[config.mk]
export PLATFORM = sky130hd
export DESIGN_NAME = line_rasterizer_unit
export DESIGN_NICKNAME = d
export VERILOG_FILES = /design/src/lr_pkg.sv /design/src/lr_setup.sv /design/src/line_rasterizer_unit.sv
export SDC_FILE = /design/constraint.sdc
export NUM_CORES = 1
export LEC_CHECK = 0
export CAP_MARGIN = 20
export CORE_MARGIN = 2
export CORE_UTILIZATION = 59
export DETAILED_ROUTE_END_ITERATION = 16
export DONT_BUFFER_PORTS = 1
export PLACE_DENSITY = 0.78
export RECOVER_POWER = 25
export SYNTH_ARGS = -nofsm -noshare
export SYNTH_HDL_FRONTEND = slang
export SYNTH_HIERARCHICAL = 1
export SYNTH_SLANG_ARGS = --single-unit
[constraint.sdc]
create_clock -name i_clk -period 8.4 [get_ports i_clk]
set_input_delay 0.42 -clock i_clk [delete_from_list [all_inputs] [get_ports i_clk]]
set_output_delay 0.42 -clock i_clk [all_outputs]
set_load 0.1 [all_outputs]
[src/lr_pkg.sv]
// shared types and constants of the line rasteriser
// no dependencies
package lr_pkg;

    localparam int COORD_W   = 13;
    localparam int SPAN_W    = 13;
    localparam int SPAN2_W   = 15;
    localparam int ERR_W     = 16;
    localparam int COLOR_W   = 32;
    localparam int FRAME_W   = 12;

    localparam int S_FIELDS_W = 4 * COORD_W + COLOR_W;
    localparam int S_TDATA_W  = ((S_FIELDS_W + 7) / 8) * 8;
    localparam int S_PAD_W    = S_TDATA_W - S_FIELDS_W;
    localparam int M_FIELDS_W = 2 * COORD_W + COLOR_W;
    localparam int M_TDATA_W  = ((M_FIELDS_W + 7) / 8) * 8;
    localparam int M_PAD_W    = M_TDATA_W - M_FIELDS_W;

    localparam int DEF_FRAME_WIDTH  = 1024;
    localparam int DEF_FRAME_HEIGHT = 1024;

    typedef logic signed [COORD_W-1:0] t_coord;
    typedef logic [COLOR_W-1:0]        t_color;

    typedef enum logic {
        CMD_START = 1'b0,
        CMD_STEP  = 1'b1
    } t_command;

    typedef struct packed {
        t_coord                    major_pos;
        t_coord                    major_stop;
        t_coord                    minor_pos;
        logic signed [ERR_W-1:0]   error_term;
        logic [SPAN2_W-1:0]        twice_major_span;
        logic [SPAN2_W-1:0]        twice_minor_span;
        logic                      axes_swapped;
        logic                      minor_decrements;
        logic                      busy;
    } t_line_setup;

endpackage

[src/lr_setup.sv]
// line set-up: steepness test, axis swap, endpoint ordering and error term init
// depends on lr_pkg
module lr_setup (
    input  lr_pkg::t_coord      i_start_x,
    input  lr_pkg::t_coord      i_start_y,
    input  lr_pkg::t_coord      i_end_x,
    input  lr_pkg::t_coord      i_end_y,
    output lr_pkg::t_line_setup o_setup
);

    logic signed [lr_pkg::COORD_W:0] dx, dy;
    logic [lr_pkg::SPAN_W-1:0]       adx, ady, maj_span, min_span;
    logic                            steep, reorder;
    lr_pkg::t_coord                  a_maj, a_min, b_maj, b_min;
    lr_pkg::t_coord                  lo_maj, lo_min, hi_maj, hi_min;

    always_comb begin
        dx = (lr_pkg::COORD_W+1)'(i_end_x) - (lr_pkg::COORD_W+1)'(i_start_x);
        dy = (lr_pkg::COORD_W+1)'(i_end_y) - (lr_pkg::COORD_W+1)'(i_start_y);
        adx = dx[lr_pkg::COORD_W] ? lr_pkg::SPAN_W'(-dx) : dx[lr_pkg::SPAN_W-1:0];
        ady = dy[lr_pkg::COORD_W] ? lr_pkg::SPAN_W'(-dy) : dy[lr_pkg::SPAN_W-1:0];
        steep = ady > adx;

        a_maj = steep ? i_start_y : i_start_x;
        a_min = steep ? i_start_x : i_start_y;
        b_maj = steep ? i_end_y   : i_end_x;
        b_min = steep ? i_end_x   : i_end_y;

        // walk always runs towards the larger major coordinate
        reorder = a_maj > b_maj;
        lo_maj  = reorder ? b_maj : a_maj;
        lo_min  = reorder ? b_min : a_min;
        hi_maj  = reorder ? a_maj : b_maj;
        hi_min  = reorder ? a_min : b_min;

        // spans are unchanged by the reorder, so reuse the magnitudes
        maj_span = steep ? ady : adx;
        min_span = steep ? adx : ady;

        o_setup.major_pos        = lo_maj;
        o_setup.major_stop       = hi_maj;
        o_setup.minor_pos        = lo_min;
        o_setup.error_term       = signed'(lr_pkg::ERR_W'(maj_span));
        o_setup.twice_major_span = {1'b0, maj_span, 1'b0};
        o_setup.twice_minor_span = {1'b0, min_span, 1'b0};
        o_setup.axes_swapped     = steep;
        o_setup.minor_decrements = !(lo_min < hi_min);
        o_setup.busy             = maj_span != '0;
    end

endmodule

[src/line_rasterizer_unit.sv]
// top level of the line rasteriser: line state, step datapath and output register
// depends on lr_pkg and lr_setup
//
// A start transfer (tuser = 0) loads a line and gives no pixel; each step
// transfer (tuser = 1) on a loaded line gives exactly one pixel, walking the
// major axis from the endpoint with the smaller major coordinate up to but not
// including the other, with tlast on the final one. A step on an idle or zero-length line gives nothing.
// One transfer is taken every clock while s_axis_tready is high: a step updates the
// line registers and loads its pixel into the output register at the same clock edge.
// s_axis_tready drops only while a pixel sits in the output register and the
// downstream side is not taking it.
module line_rasterizer_unit #(
    parameter int FRAME_WIDTH  = lr_pkg::DEF_FRAME_WIDTH,
    parameter int FRAME_HEIGHT = lr_pkg::DEF_FRAME_HEIGHT
) (
    input  logic                          i_clk,
    input  logic                          i_rst_n,
    input  logic                          s_axis_tvalid,
    output logic                          s_axis_tready,
    // start_x, start_y, end_x, end_y, paint, zero fill
    input  logic [lr_pkg::S_TDATA_W-1:0]  s_axis_tdata,
    // command
    input  logic [0:0]                    s_axis_tuser,
    output logic                          m_axis_tvalid,
    input  logic                          m_axis_tready,
    // pixel_x, pixel_y, pixel_color, zero fill
    output logic [lr_pkg::M_TDATA_W-1:0]  m_axis_tdata,
    // inside_frame
    output logic [0:0]                    m_axis_tuser,
    output logic                          m_axis_tlast
);

    localparam logic [lr_pkg::FRAME_W-1:0] FW = lr_pkg::FRAME_W'(FRAME_WIDTH);
    localparam logic [lr_pkg::FRAME_W-1:0] FH = lr_pkg::FRAME_W'(FRAME_HEIGHT);
    localparam int CW = lr_pkg::COORD_W;

    lr_pkg::t_coord                 in_start_x, in_start_y, in_end_x, in_end_y;
    lr_pkg::t_color                 in_paint;
    lr_pkg::t_line_setup            setup;

    logic                           r_busy;
    lr_pkg::t_coord                 r_major_pos, r_major_stop, r_minor_pos;
    logic signed [lr_pkg::ERR_W-1:0] r_error;
    logic [lr_pkg::SPAN2_W-1:0]     r_twice_major, r_twice_minor;
    logic                           r_swapped, r_minor_dec;
    lr_pkg::t_color                 r_color;

    logic                           r_out_valid;
    lr_pkg::t_coord                 r_out_x, r_out_y;
    lr_pkg::t_color                 r_out_color;
    logic                           r_out_inside, r_out_last;

    logic                           s_fire, is_start, do_step;
    lr_pkg::t_coord                 px, py;
    logic                           in_frame, fin;
    logic signed [CW:0]             major_next;
    logic [lr_pkg::ERR_W:0]         err_sub, err_add;
    lr_pkg::t_coord                 n_minor_pos;
    logic signed [lr_pkg::ERR_W-1:0] n_error;

    assign in_start_x = s_axis_tdata[CW-1:0];
    assign in_start_y = s_axis_tdata[2*CW-1:CW];
    assign in_end_x   = s_axis_tdata[3*CW-1:2*CW];
    assign in_end_y   = s_axis_tdata[4*CW-1:3*CW];
    assign in_paint   = s_axis_tdata[4*CW+lr_pkg::COLOR_W-1:4*CW];

    lr_setup u_setup (
        .i_start_x (in_start_x),
        .i_start_y (in_start_y),
        .i_end_x   (in_end_x),
        .i_end_y   (in_end_y),
        .o_setup   (setup)
    );

    assign s_axis_tready = !r_out_valid || m_axis_tready;
    assign s_fire        = s_axis_tvalid && s_axis_tready;
    assign is_start      = lr_pkg::t_command'(s_axis_tuser[0]) == lr_pkg::CMD_START;
    assign do_step       = s_fire && !is_start && r_busy;

    always_comb begin
        px = r_swapped ? r_minor_pos : r_major_pos;
        py = r_swapped ? r_major_pos : r_minor_pos;
        in_frame = !px[CW-1] && !py[CW-1] &&
                   (px[lr_pkg::FRAME_W-1:0] < FW) && (py[lr_pkg::FRAME_W-1:0] < FH);
        major_next = (CW+1)'(r_major_pos) + (CW+1)'(1);
        fin = major_next >= (CW+1)'(r_major_stop);

        // error at twice the scale: subtract, then add back when it goes negative
        err_sub = {r_error[lr_pkg::ERR_W-1], r_error}
                  - (lr_pkg::ERR_W+1)'(r_twice_minor);
        err_add = err_sub + (lr_pkg::ERR_W+1)'(r_twice_major);
        if (err_sub[lr_pkg::ERR_W]) begin
            n_error     = signed'(err_add[lr_pkg::ERR_W-1:0]);
            n_minor_pos = r_minor_dec ? r_minor_pos - CW'(1) : r_minor_pos + CW'(1);
        end else begin
            n_error     = signed'(err_sub[lr_pkg::ERR_W-1:0]);
            n_minor_pos = r_minor_pos;
        end
    end

    always_ff @(posedge i_clk) begin
        if (!i_rst_n) begin
            r_busy      <= 1'b0;
            r_out_valid <= 1'b0;
        end else begin
            if (s_fire && is_start) begin
                r_busy <= setup.busy;
            end else if (do_step) begin
                r_busy <= !fin;
            end

            if (do_step) begin
                r_out_valid <= 1'b1;
            end else if (m_axis_tready) begin
                r_out_valid <= 1'b0;
            end
        end
    end

    always_ff @(posedge i_clk) begin
        if (s_fire && is_start) begin
            r_major_pos   <= setup.major_pos;
            r_major_stop  <= setup.major_stop;
            r_minor_pos   <= setup.minor_pos;
            r_error       <= setup.error_term;
            r_twice_major <= setup.twice_major_span;
            r_twice_minor <= setup.twice_minor_span;
            r_swapped     <= setup.axes_swapped;
            r_minor_dec   <= setup.minor_decrements;
            r_color       <= in_paint;
        end else if (do_step) begin
            r_major_pos <= major_next[CW-1:0];
            r_minor_pos <= n_minor_pos;
            r_error     <= n_error;
        end

        if (do_step) begin
            r_out_x      <= px;
            r_out_y      <= py;
            r_out_color  <= r_color;
            r_out_inside <= in_frame;
            r_out_last   <= fin;
        end
    end

    assign m_axis_tvalid = r_out_valid;
    assign m_axis_tdata  = {{lr_pkg::M_PAD_W{1'b0}}, r_out_color, r_out_y, r_out_x};
    assign m_axis_tuser  = r_out_inside;
    assign m_axis_tlast  = r_out_last;

endmodule

==> reports/summary.txt <==
status = complete, no violations
CP Class = primary input to flop
Reg-to-Reg Start = m_axis_tvalid
Final Hold Vio Count = 0
hold worst-path end = r_color[5]
post-synthesis mux area share = 0.110
Adder-Cell Fraction of Synth Area = 0.123
Clk pin slew, worst setup/hold paths = 0.08 ns
Root Buffer = clkbuf_16
Synth area leader = edfxtp_1
cts-stage hold buffer count = 0
Tot GR Track Use = 0.251
total power = 7280 uW
fmax = 126 MHz
TritonRoute pass-1 iters = 5
max-slew violations = 0
Slew HR = 0.281
placed cell areas = 14,000 um2
worst path arrival time = 8.11 ns
initial DRC count = 795
Die Ht = 156 um
crit path launch type = primary input
Yosys reg bits = 181
compound-cell area share of the yosys netlist = 0.143
share of cells above drive strength 1 = 0.113
Max-cap violations = 0
max layer used = met4
Ys Warns = 6
Clock Skew = 0.0199 ns
Synth cell types = 78
R2R depth = 8
most frequent cells in the layout = 179 x edfxtp_1, 125 x ha_1, 113 x nor2_1
VDD IR-drop max = 0.000354 V
ys async rst share = 0
largest net degree at the start of global routing = 70
global route overflow = 0
via count = 9,968
placed wire-length estimate = 23,200 um
Antenna Cells = 0
min cycle time layout = 7.94 ns
die outline width = 156 um
CTS tree = built
Seq/Total Area, Yosys = 0.399
post-layout util = 0.647
gp weighted congestion = 0.982
drt total wl = 30,100 um
Final #Nets = 1,571
IO Port Bufs = 0
DRC = 0
Setup crit end kind = flop
initial core utilization = 0.599
XOR/XNOR Fraction of Synth Area = 0.0549
Cell Area, Synth = 13,600 um2
io pins = 161
maximum fanout along the worst path = 18
Clock Latency Late Sink = 0.44 ns
Max clock buf depth = 2
Static Leak = 0.00621 uW
number of global-route vias before repair = 9,448
endpoints failing setup = 0
post-synth top area share = 0.396
most common cell after layout, fill and taps aside = edfxtp_1
Core ar. = 22,600 um2
hold depth = 0
CP max stage cell = mux2i_1
wire per inst = 18.3 um
period utilization = 0.945
Crit path buffers/inverters = 5
synthesized instance count = 1,329
Vias/cell = 6.06
Synth Flop Type = edfxtp_1
met2 WL = 13,900 um
Post-synth EDFFs = 179
Worst path max stage delay = 0.42 ns
Mean Syn Cell Area = 10.2 um2
Power per Cell Area = 497 nW/um2
H-tree levels = 4
largest family of logic cells by synthesized area = compound AO/OA/AOI/OAI gates
CTS sink count = 181
met3 wire length = 2110 um
initial antenna violation count = 0
CP delay by family, top = simple AND/OR/NAND/NOR gates
Slew @ Worst Pin = 1.08 ns
CP required = 8.57 ns
total CTS buffers = 17
row count = 55
R2R Setup Slk = 4.08 ns
RSZ-0062 raised after global routing = no
worst reg2reg endpoint = r_error[8]
Routed met1 length = 13,400 um
fin area = 14,700 um2
first-pass GRT wire length = 48,000 um
Hold Crit Start = s_axis_tdata[57]
Antenna Violating Nets Remaining = 0
Hold Path Class = primary input to flop
Layout Area Growth over Synthesis = 8.00%
Synth area leaders = edfxtp_1 40%, ha_1 12%, mux2i_1 7.9%
die area = 24,200 um2
Post-Synth Simple-Gate Area = 0.116
worst reg2reg max path: cells and delay by family (launching register included):
kind | cells | cell delay [ns]
flip-flops | 1 | 0.96
AND/OR/NAND/NOR | 4 | 1.54
AO/OA/AOI/OAI | 1 | 0.07
buffers and inverters | 3 | 1.48
final cells by class:
cell class | instances | area (um2)
Timing Repair Buffer | 54 | 418
Sequential cell | 181 | 5420
Clock inverter | 15 | 178
Inverter | 98 | 370
Tap cell | 285 | 357
Clock buffer | 17 | 425
Fill cell | 1706 | 7990
Multi-Input combinational cell | 996 | 7490
through the flow:
step | setup slack [ns] | cells | TNS (ns) | hold slack, ns
2_1_floorplan | 0.0389 | 1340 | 0 | 0.400
3_3_place_gp | 0.113 | 1614 | 0 | 0.400
3_5_place_dp | -0.0811 | 1614 | -0.0811 | 0.405
4_1_cts | 0.349 | 1646 | 0 | 0.0605
5_1_grt | 0.0143 | 1646 | 0 | 0.0520
6_report | 0.460 | 1646 | 0 | 0.0806
synth_stat cells, types with 3 or more instances:
cell type    n
edfxtp_1   179
ha_1       125
nor2_1     114
mux2i_1    107
inv_1       98
a21oi_1     93
nand2_1     83
o21ai_0     57
xnor2_1     50
mux2_2      37
xor2_1      35
clkbuf_1    28
buf_4       27
nand3_1     27
nor3_1      19
a21o_1      17
o21a_1      16
nor2b_1     15
and3_1      14
a211oi_1    13
o211a_1     12
nand2b_1    11
nand4_1     11
a31oi_1     10
o21bai_1    10
o211ai_1     8
o21ai_1      8
buf_1        5
fa_1         5
nor4_1       5
or4_1        5
a21boi_0     4
and2_1       4
o31ai_1      4
or3_1        4
a221o_1      3
a41oi_1      3
and2b_2      3
buf_2        3
o2111ai_1    3
o31a_1       3
registers in the layout, indices dropped and copies added, names as in the netlist:
register / flops
r_twice_major: 15
r_swapped: 1
r_minor_dec: 1
m_axis_tlast: 1
r_out_y: 13
r_out_color: 32
r_twice_minor: 15
r_major_stop: 13
r_error: 16
r_minor_pos: 13
r_major_pos: 13
r_busy: 1
m_axis_tvalid: 1
r_out_x: 13
m_axis_tuser: 1
r_color: 32
cells by family after synthesis:
| kind of cell | Yosys count |
|---|---|
| simple gates | 332 |
| other cells | 2 |
| xor+xnor | 85 |
| mux | 144 |
| fa+ha+maj | 130 |
| buf+inv | 163 |
| flops | 181 |
| compound gates | 292 |
worst max-delay path by stage:
stage,start,endpoint,slack [ns],cells after the start
global route,s_axis_tdata[26],r_minor_dec,0.01,37
CTS,s_axis_tdata[26],r_minor_dec,0.35,36
floorplan,s_axis_tdata[6],r_minor_dec,0.04,41
global placement,s_axis_tdata[26],r_minor_dec,0.11,36
detailed placement,s_axis_tdata[26],r_minor_dec,-0.08,36
finish,s_axis_tdata[26],r_minor_dec,0.46,35
timing repair:
action / in CTS / in global routing
gates resized for setup: 0 / 2
endpoints found under the setup margin: 0 / 1
buffers inserted: 0 / 0
per-layer routing:
metal / global-route usage / up-vias
met1: 0.333 / 4667
li1: - / 4885
met4: 0.0882 / 0
met5: 0 / -
met2: 0.410 / 377
met3: 0.0519 / 39
report_power, final:
group / switching, uW / internal, uW / total, uW
registers: 146 / 1330 / 1480
logic: 2730 / 2290 / 5020
clock network: 377 / 404 / 781
Note: power is estimated with default switching activity, not from simulation.
